## config.mk

```make
export PLATFORM = sky130hd
export DESIGN_NAME = led_pattern_generator
export DESIGN_NICKNAME = d
export VERILOG_FILES = /design/src/rtl/lpg_pkg.sv /design/src/rtl/lpg_core.sv /design/src/rtl/led_pattern_generator.sv
export SDC_FILE = /design/constraint.sdc
export NUM_CORES = 1
export LEC_CHECK = 0
export BUFFER_PORTS_ARGS = -buffer_cell sky130_fd_sc_hd__buf_2
export CORE_MARGIN = 3
export CORE_UTILIZATION = 55
export CTS_CLUSTER_DIAMETER = 30
export DETAILED_ROUTE_END_ITERATION = 16
export GPL_TIMING_DRIVEN = 0
export PLACE_DENSITY = 0.72
export SKIP_CTS_REPAIR_TIMING = 1
export SYNTH_ARGS = -nofsm -noshare
export SYNTH_HDL_FRONTEND = slang
export SYNTH_SLANG_ARGS = --single-unit
```

## constraint.sdc

```tcl
create_clock -name clk -period 8.2 [get_ports clk]
set_input_delay 1.64 -clock clk [delete_from_list [all_inputs] [get_ports clk]]
set_output_delay 1.64 -clock clk [all_outputs]
set_load 0.01 [all_outputs]
```

## src/rtl/lpg_pkg.sv

```systemverilog
package lpg_pkg;

	// Default pattern timing
	localparam int unsigned RAMP_STEPS_DEF = 150;
	localparam int unsigned PWM_PERIOD_DEF = 10;

	// State widths
	localparam int unsigned SEG_W   = 2;
	localparam int unsigned TICKS_W = 10;
	localparam int unsigned RAMP_W  = 8;
	localparam int unsigned PWM_W   = 4;
	localparam int unsigned CFG_W   = 3;

	// Segment lengths of the fixed-length patterns
	localparam logic [TICKS_W-1:0] LEN_GAP      = TICKS_W'(500);
	localparam logic [TICKS_W-1:0] LEN_SLOW     = TICKS_W'(1000);
	localparam logic [TICKS_W-1:0] LEN_FAST     = TICKS_W'(200);
	localparam logic [TICKS_W-1:0] LEN_PULSE_OFF = TICKS_W'(900);
	localparam logic [TICKS_W-1:0] LEN_DBL_OFF  = TICKS_W'(700);
	localparam logic [TICKS_W-1:0] LEN_SHORT    = TICKS_W'(100);

	typedef enum logic [2:0] {
		PAT_BREATHE = 3'd0,
		PAT_SLOW    = 3'd1,
		PAT_FAST    = 3'd2,
		PAT_PULSE   = 3'd3,
		PAT_DOUBLE  = 3'd4,
		PAT_ON      = 3'd5,
		PAT_OFF     = 3'd6
	} pattern_t;

	typedef enum logic [0:0] {
		REG_PATTERN    = 1'b0,
		REG_ACTIVE_LOW = 1'b1
	} reg_index_t;

	// Step request from the input stage to the pattern core
	typedef struct packed {
		logic en;
		logic tick;
	} step_req_t;

	// Pattern position; duty tracks floor(ramp*PWM_PERIOD/RAMP_STEPS), dacc the remainder
	typedef struct packed {
		logic [SEG_W-1:0]   seg;
		logic [TICKS_W-1:0] ticks;
		logic [RAMP_W-1:0]  ramp;
		logic [PWM_W-1:0]   pwm;
		logic [RAMP_W-1:0]  dacc;
		logic [PWM_W-1:0]   duty;
	} pat_state_t;

	// Length of a fixed segment
	function automatic logic [TICKS_W-1:0] seg_len(pattern_t pat, logic [SEG_W-1:0] seg);
		logic [TICKS_W-1:0] len;
		len = '0;
		unique case (pat)
			PAT_BREATHE: len = seg[0] ? LEN_GAP : '0;
			PAT_SLOW:    len = LEN_SLOW;
			PAT_FAST:    len = LEN_FAST;
			PAT_PULSE:   len = seg[0] ? LEN_SHORT : LEN_PULSE_OFF;
			PAT_DOUBLE:  len = (seg == '0) ? LEN_DBL_OFF : LEN_SHORT;
			default:     len = '0;
		endcase
		return len;
	endfunction

endpackage

```

## src/rtl/lpg_core.sv

```systemverilog
module lpg_core #(
	parameter int unsigned RAMP_STEPS = lpg_pkg::RAMP_STEPS_DEF,
	parameter int unsigned PWM_PERIOD = lpg_pkg::PWM_PERIOD_DEF
) (
	input  logic                     clk,
	input  logic                     arst_n,
	input  logic                     cfg_we,
	input  logic [0:0]               cfg_index,
	input  logic [lpg_pkg::CFG_W-1:0] cfg_data,
	input  lpg_pkg::step_req_t       req,
	output logic                     lit,
	output logic                     active_low
);

	localparam int unsigned RAMP_W = lpg_pkg::RAMP_W;
	localparam int unsigned PWM_W  = lpg_pkg::PWM_W;
	localparam logic [RAMP_W-1:0] RAMP_LIM = RAMP_W'(RAMP_STEPS);
	localparam logic [PWM_W-1:0]  PWM_LIM  = PWM_W'(PWM_PERIOD);
	// per ramp step the duty grows by DUTY_Q plus a carry from the remainder
	localparam logic [PWM_W-1:0]  DUTY_Q   = PWM_W'(PWM_PERIOD / RAMP_STEPS);
	localparam logic [RAMP_W:0]   DUTY_R   = (RAMP_W+1)'(PWM_PERIOD % RAMP_STEPS);

	lpg_pkg::pattern_t   pattern_q;
	logic                active_low_q;
	lpg_pkg::pat_state_t st_q;
	lpg_pkg::pat_state_t st_nx;

	logic [PWM_W-1:0]              pwm_inc;
	logic [RAMP_W-1:0]             ramp_inc;
	logic [RAMP_W:0]               dacc_sum;
	logic [lpg_pkg::TICKS_W-1:0]   ticks_inc;

	// LED level at the current position
	always_comb begin
		lit = 1'b0;
		unique case (pattern_q)
			lpg_pkg::PAT_BREATHE: begin
				if (st_q.seg[0])
					lit = 1'b0;
				else if (st_q.seg[1])
					lit = st_q.pwm < (PWM_LIM - st_q.duty);
				else
					lit = st_q.pwm < st_q.duty;
			end
			lpg_pkg::PAT_SLOW, lpg_pkg::PAT_FAST, lpg_pkg::PAT_PULSE,
			lpg_pkg::PAT_DOUBLE: lit = st_q.seg[0];
			lpg_pkg::PAT_ON:     lit = 1'b1;
			default:             lit = 1'b0;
		endcase
	end

	// Advance by one tick
	always_comb begin
		st_nx     = st_q;
		pwm_inc   = st_q.pwm + PWM_W'(1);
		ramp_inc  = st_q.ramp + RAMP_W'(1);
		dacc_sum  = {1'b0, st_q.dacc} + DUTY_R;
		ticks_inc = st_q.ticks + lpg_pkg::TICKS_W'(1);
		if (req.en && req.tick) begin
			if (pattern_q == lpg_pkg::PAT_BREATHE && !st_q.seg[0]) begin
				// ramp segment: PWM period, then ramp step
				if (pwm_inc >= PWM_LIM) begin
					st_nx.pwm = '0;
					if (ramp_inc >= RAMP_LIM) begin
						st_nx.ramp = '0;
						st_nx.dacc = '0;
						st_nx.duty = '0;
						st_nx.seg  = st_q.seg + lpg_pkg::SEG_W'(1);
					end else begin
						st_nx.ramp = ramp_inc;
						if (dacc_sum >= {1'b0, RAMP_LIM}) begin
							st_nx.dacc = RAMP_W'(dacc_sum - {1'b0, RAMP_LIM});
							st_nx.duty = st_q.duty + DUTY_Q + PWM_W'(1);
						end else begin
							st_nx.dacc = dacc_sum[RAMP_W-1:0];
							st_nx.duty = st_q.duty + DUTY_Q;
						end
					end
				end else begin
					st_nx.pwm = pwm_inc;
				end
			end else if (pattern_q <= lpg_pkg::PAT_DOUBLE) begin
				// fixed-length segment
				if (ticks_inc >= lpg_pkg::seg_len(pattern_q, st_q.seg)) begin
					st_nx       = '0;
					st_nx.seg   = st_q.seg + lpg_pkg::SEG_W'(1);
				end else begin
					st_nx.ticks = ticks_inc;
				end
			end
		end
	end

	// Config and state registers; a pattern write restarts the sequence
	always_ff @(posedge clk or negedge arst_n) begin
		if (!arst_n) begin
			pattern_q    <= lpg_pkg::PAT_OFF;
			active_low_q <= 1'b0;
			st_q         <= '0;
		end else if (cfg_we) begin
			if (lpg_pkg::reg_index_t'(cfg_index) == lpg_pkg::REG_PATTERN) begin
				pattern_q <= lpg_pkg::pattern_t'(cfg_data);
				st_q      <= '0;
			end else begin
				active_low_q <= cfg_data[0];
			end
		end else begin
			st_q <= st_nx;
		end
	end

	assign active_low = active_low_q;

endmodule

```

## src/rtl/led_pattern_generator.sv

```systemverilog
// A tick request passes the input register, then the result register, where the pattern
// core updates its counters. Throughput: one request per cycle unless out_ready stalls.
// The result register lets a new request in while the previous result waits for out_ready.
// Reset (arst_n low, async): pattern steady off, active high, position cleared,
// both stages empty.
module led_pattern_generator #(
	parameter int unsigned RAMP_STEPS = lpg_pkg::RAMP_STEPS_DEF,
	parameter int unsigned PWM_PERIOD = lpg_pkg::PWM_PERIOD_DEF
) (
	input  logic                      clk,
	input  logic                      arst_n,
	input  logic                      cfg_we,
	input  logic [0:0]                cfg_index,
	input  logic [lpg_pkg::CFG_W-1:0] cfg_data,
	input  logic                      in_valid,
	output logic                      in_ready,
	input  logic                      tick,
	output logic                      out_valid,
	input  logic                      out_ready,
	output logic                      pin_level,
	output logic                      lit
);

	logic               valid_s1;
	logic               tick_s1;
	logic               out_valid_q;
	logic               pin_q;
	logic               lit_q;
	logic               step;
	logic               core_lit;
	logic               core_active_low;
	lpg_pkg::step_req_t req;

	// Stage 1 moves into the result register when that register is free or being read
	assign step     = valid_s1 && (!out_valid_q || out_ready);
	assign in_ready = !valid_s1 || step;
	assign req.en   = step;
	assign req.tick = tick_s1;

	lpg_core #(
		.RAMP_STEPS (RAMP_STEPS),
		.PWM_PERIOD (PWM_PERIOD)
	) u_core (
		.clk        (clk),
		.arst_n     (arst_n),
		.cfg_we     (cfg_we),
		.cfg_index  (cfg_index),
		.cfg_data   (cfg_data),
		.req        (req),
		.lit        (core_lit),
		.active_low (core_active_low)
	);

	// Input stage
	always_ff @(posedge clk or negedge arst_n) begin
		if (!arst_n) begin
			valid_s1 <= 1'b0;
		end else if (in_ready) begin
			valid_s1 <= in_valid;
		end
	end

	always_ff @(posedge clk) begin
		if (in_ready && in_valid) begin
			tick_s1 <= tick;
		end
	end

	// Result register
	always_ff @(posedge clk or negedge arst_n) begin
		if (!arst_n) begin
			out_valid_q <= 1'b0;
		end else if (step) begin
			out_valid_q <= 1'b1;
		end else if (out_ready) begin
			out_valid_q <= 1'b0;
		end
	end

	always_ff @(posedge clk) begin
		if (step) begin
			lit_q <= core_lit;
			pin_q <= core_lit ^ core_active_low;
		end
	end

	assign out_valid = out_valid_q;
	assign pin_level = pin_q;
	assign lit       = lit_q;

endmodule

```

Word level (Yosys, flattened, before mapping)
Cells that the tools add are included. W data, S select, Z words.

Output and inout bits: 4. Bits of input ports: 10. Word-level logic and storage cells: 94. Register bits: 45.

$lt $le $gt $ge: 7. $add $sub $neg: 8. Reductions and logical operators: 24. Eq/ne operators: 10. Multiplexer cells: 30. Bitwise logic cells: 2.

Operators by type and width (number): $mux W36 (4); $mux W10 (7); $pmux W10 S5 (1); $mux W24 (2); $mux W12 (3); $mux W8 (2); $reduce_and A6 Y1 (2); $add A10 B1 Y10 const B (1); $ge A10 B10 Y1 (1); $add A8 B4 Y9 const B (1); $ge A9 B8 Y1 const B (1); $mux W9 (1); $add A4 B1 Y4 const B (2); $add A8 B1 Y8 const B (1); $ge A8 B8 Y1 const B (1); $lt A4 B4 Y1 (2); $mux W2 (4); $reduce_and A4 Y1 (2); $sub A8 B8 Y8 const B (1); $eq A3 B2 Y1 const B (2); $eq A3 B3 Y1 const B (2); $ne A3 B3 Y1 const B (2); $reduce_bool A2 Y1 (3); $reduce_bool A3 Y1 (2); 20 further kinds (31).

Depth between registers and ports, before layout
Word-level depth: 12. Gate-level depth with buffers: 15. Depth with buffers taken out: 13.

Modules after synthesis
From an unflattened synthesis, not the netlist that was laid out.

Cells, all modules: 368. Area, all modules: 3314.4 um^2.

Modules (own cells, without submodules): lpg_core (cells an instance 356, instances 1, area each 3111.7 um^2, sequential area each 978.4 um^2); led_pattern_generator (cells an instance 12, instances 1, area each 202.7 um^2, sequential area each 140.1 um^2).

Least setup slack after synthesis
OpenSTA, ideal clock, no wires.

Kind: input port to output port. Start: input out_ready. End: output in_ready. Path buffers: 0. Stages on the path: 1. Required time: 6.560 ns. Data arrival time: 1.849 ns. Path slack: 4.711 ns. Cells stage by stage: nand3b_1.

Longest elaborated chain between the ends: 3.

Ends and longest elaborated chain: from (decl) (line led_pattern_generator.sv:19) `input logic out_ready,`; $logic_or A1 B1 Y1 (line led_pattern_generator.sv:35) `assign step = valid_s1 && (!out_valid_q || out_ready);`; $logic_and A1 B1 Y1 (line led_pattern_generator.sv:35); $logic_or A1 B1 Y1 (line led_pattern_generator.sv:36) `assign in_ready = !valid_s1 || step;`; to (decl) (line led_pattern_generator.sv:16) `output logic in_ready,`.

No other way between the ends.

Final worst setup path
Same ends and word-level chain as after synthesis.

==> reports/results.ini <==
[outcome]
run_status=finished, final reports clean

[power_and_ir_drop]
power_leakage_nw=1.547
total_power_w=0.0005811
powerDensity_nw_per_um2=163.8
vdd_drop_max_v=0.00008512

[worst_setup_path]
worst_path_largest_cell_delay_ns=0.17
cpMaxStageDelayCell=nand3b_1
worst-endpoint-arrival_ns=2.07
path_class=in2out
critical_path.max_fanout=3
worst-endpoint-required_ns=6.56
worstSetupStartpointType=input port
critical_path.endpoint_type=primary output
cp.buffers_inverters=2
critPathTopFamily=buffers and inverters
cells_along_the_critical_path=buf_2 > nand3b_1 > buf_2
crit_top_cell=buf_2

[floorplan]
core_rows=27
die_h_um=83.47
initial_core_util=0.5851
die_area_um2=6966
core_area_um2=5642
pin_count=14
floorplan.die.width_um=83.47

[clocking]
clk_root_buffer_cell=clkbuf_8
tritoncts=yes
cts_buffers=5
clk_path_buf_depth=2
cts-htree-levels=2
clk_latency_ns=0.30
cts.clk_slew.worst_paths_ns=0.08
clkSinkCount=44

[synth]
synth_compound_area_frac=0.2377
post-synth-top-count-cell=o21ai_0
ys_top_cells_by_area=dfrtp_1 30%, ha_1 9.1%, o21ai_0 7.3%
yosys_register_bits=44
synthesis.area_per_instance_um2=8.595
synth.net_count=418
yosys-mux-area-fraction=0.01327
combinational_family_with_the_most_area_after_synthesis=compound AO/OA/AOI/OAI gates
leading_cell_types_by_count_after_synthesis=48 x o21ai_0, 41 x nand2_1, 39 x dfrtp_1
synth-simple-area-share=0.2191
ys.flop_type=dfrtp_1
synth_cells=384
yosys.area.top_type_share=0.2957
synthesis.yosys.warnings=0
synth_enable_flop_cells=3
yosysUniqueCellTypes=63
post_synth_instance_area_um2=3301
synth_sequential_area_ratio=0.3389
synth_async_sr_flop_share=0.9318
synth_xor_area_frac=0.05307
yosysTopAreaCell=dfrtp_1
adder_and_majority_gate_portion_of_the_synthesized_area=0.09098

[cells_and_area]
layout.cell_area.non_filler_um2=3548
num_antenna_cells=0
area_delta_synth_final_pct=7.506
finalNetCount=438
share_of_post_route_cells_with_drive_strength_above_1=0.1037

[sta]
slew_of_the_pin_with_the_lowest_slew_margin_ns=0.9245
relSlewSlack=0.3837
timing.final.setup_violations=0
final_min_period_over_clock_period=0.4528
timing.final.crit_period_ns=3.713
timing.clock.skew_ns=0.01169
report.final.slew_viol_count=0
setup_ws_ns=4.487
max_freq_mhz=269.3
unrepaired_setup_endpoints_after_global_routing=no
fin_setup_tns_ns=0
finalHoldViolations=0

[place]
placed_inst_area_um2=3456
dp_hpwl_um=5127
buffer_ports.inserted=13
post-place-ws_ns=4.483
place_congestion=0.9352

[drt]
drtIter0Drc=130
vias=2868
drtAntennaViolNets=0
detailedRoute.firstPassIterationCount=4
routed_wirelength_um=7075
drc_errors=0
mean_number_of_vias_per_cell=6.013
detail_route.wl_per_cell_um=14.83

[global_route]
antenna_violations_before_repair=0
grt_remaining_overflow=0
first_pass_grt_wire_length_um=12480
first_global_vias=2709
pin_count_of_the_biggest_net_entering_global_routing=42
grt_use_total=0.2122

[run]
maxCapViolCount=0

[hold_path]
timing.hold.worst.class=reg2reg

## metal layers
| layer | track usage | vias up | routed length [um] |
|---|---|---|---|
| li1 | - | 1445 | - |
| met1 | 0.2897 | 1361 | 3473 |
| met2 | 0.3535 | 57 | 3296 |
| met3 | 0.03751 | 5 | 245 |
| met4 | 0.04678 | 0 | 59 |
| met5 | 0 | - | 0 |
## cell usage in the layout (no fill, tap or decap), types with 7 or more instances in the layout
cell type,Yosys,routed
o21ai_0,48,48
nand2_1,41,41
dfrtp_1,39,39
ha_1,24,24
nor2_1,18,18
buf_2,4,17
inv_1,16,16
a21oi_1,15,15
nand2b_1,14,14
xnor2_1,13,13
clkbuf_1,12,12
nand3_1,11,11
nor3_1,10,10
a21o_1,8,8
o31ai_1,8,8
and3_1,7,7
xor2_1,7,7
## where the power goes
part           total [W]  switching [W]  internal [W]
Clock           0.000145      0.0000775     0.0000674
Sequential      0.000261      0.0000212      0.000240
Combinational   0.000175       0.000105     0.0000703
## final timing paths
| path | from | to | slack [ns] | cells past startpoint |
|---|---|---|---|---|
| worst max register to register | u_core.st_q[34]$_DFFE_PN0P_ | u_core.st_q[5]$_DFFE_PN0P_ | 4.74 | 15 |
| worst max-delay path | out_ready | in_ready | 4.49 | 3 |
| min in group asynchronous | arst_n | u_core.st_q[0]$_DFFE_PN0P_ | 1.47 | 1 |
| worst min-delay path | valid_s1$_DFFE_PN0N_ | out_valid$_DFFE_PN0P_ | 0.49 | 1 |
| max in group asynchronous | arst_n | u_core.st_q[10]$_DFFE_PN0P_ | 6.15 | 1 |
| worst min register to register | valid_s1$_DFFE_PN0N_ | out_valid$_DFFE_PN0P_ | 0.49 | 1 |
## cell families after synthesis
| kind of cell | after synthesis |
|---|---|
| DFF | 44 |
| adders and majority gates | 24 |
| buffers and inverters | 35 |
| and+or+nand+nor | 138 |
| AOI/OAI and AO/OA | 119 |
| xor gates and xnor gates | 20 |
| muxes | 4 |
## flip-flops by register name, indices dropped and copies added (netlist names)
register,flops
u_core.active_low,1
pin_level,1
valid_s1,1
tick_s1,1
out_valid,1
u_core.pattern_q,3
u_core.st_q,35
lit,1
## metrics by stage
stage	hold WS [ns]	util	cells
6_report	0.4851	0.6290	477
5_1_grt	0.5078	0.6290	477
4_1_cts	0.4877	0.6290	477
3_5_place_dp	0.4638	0.6126	469
3_3_place_gp	0.4654	0.6126	469
2_1_floorplan	0.4487	-	384
## layout make-up
type | instances | area (um^2)
inverters | 16 | 60.06
fillers | 497 | 2093
multi-input cells | 305 | 2027
clock buffers | 6 | 82.58
repair buffers | 13 | 65.06
clock inverters | 2 | 10.01
plain buffers | 19 | 95.09
well taps | 72 | 90.09
flip-flops and latches | 44 | 1119
No activity file was read; power rests on OpenSTA's default activity.
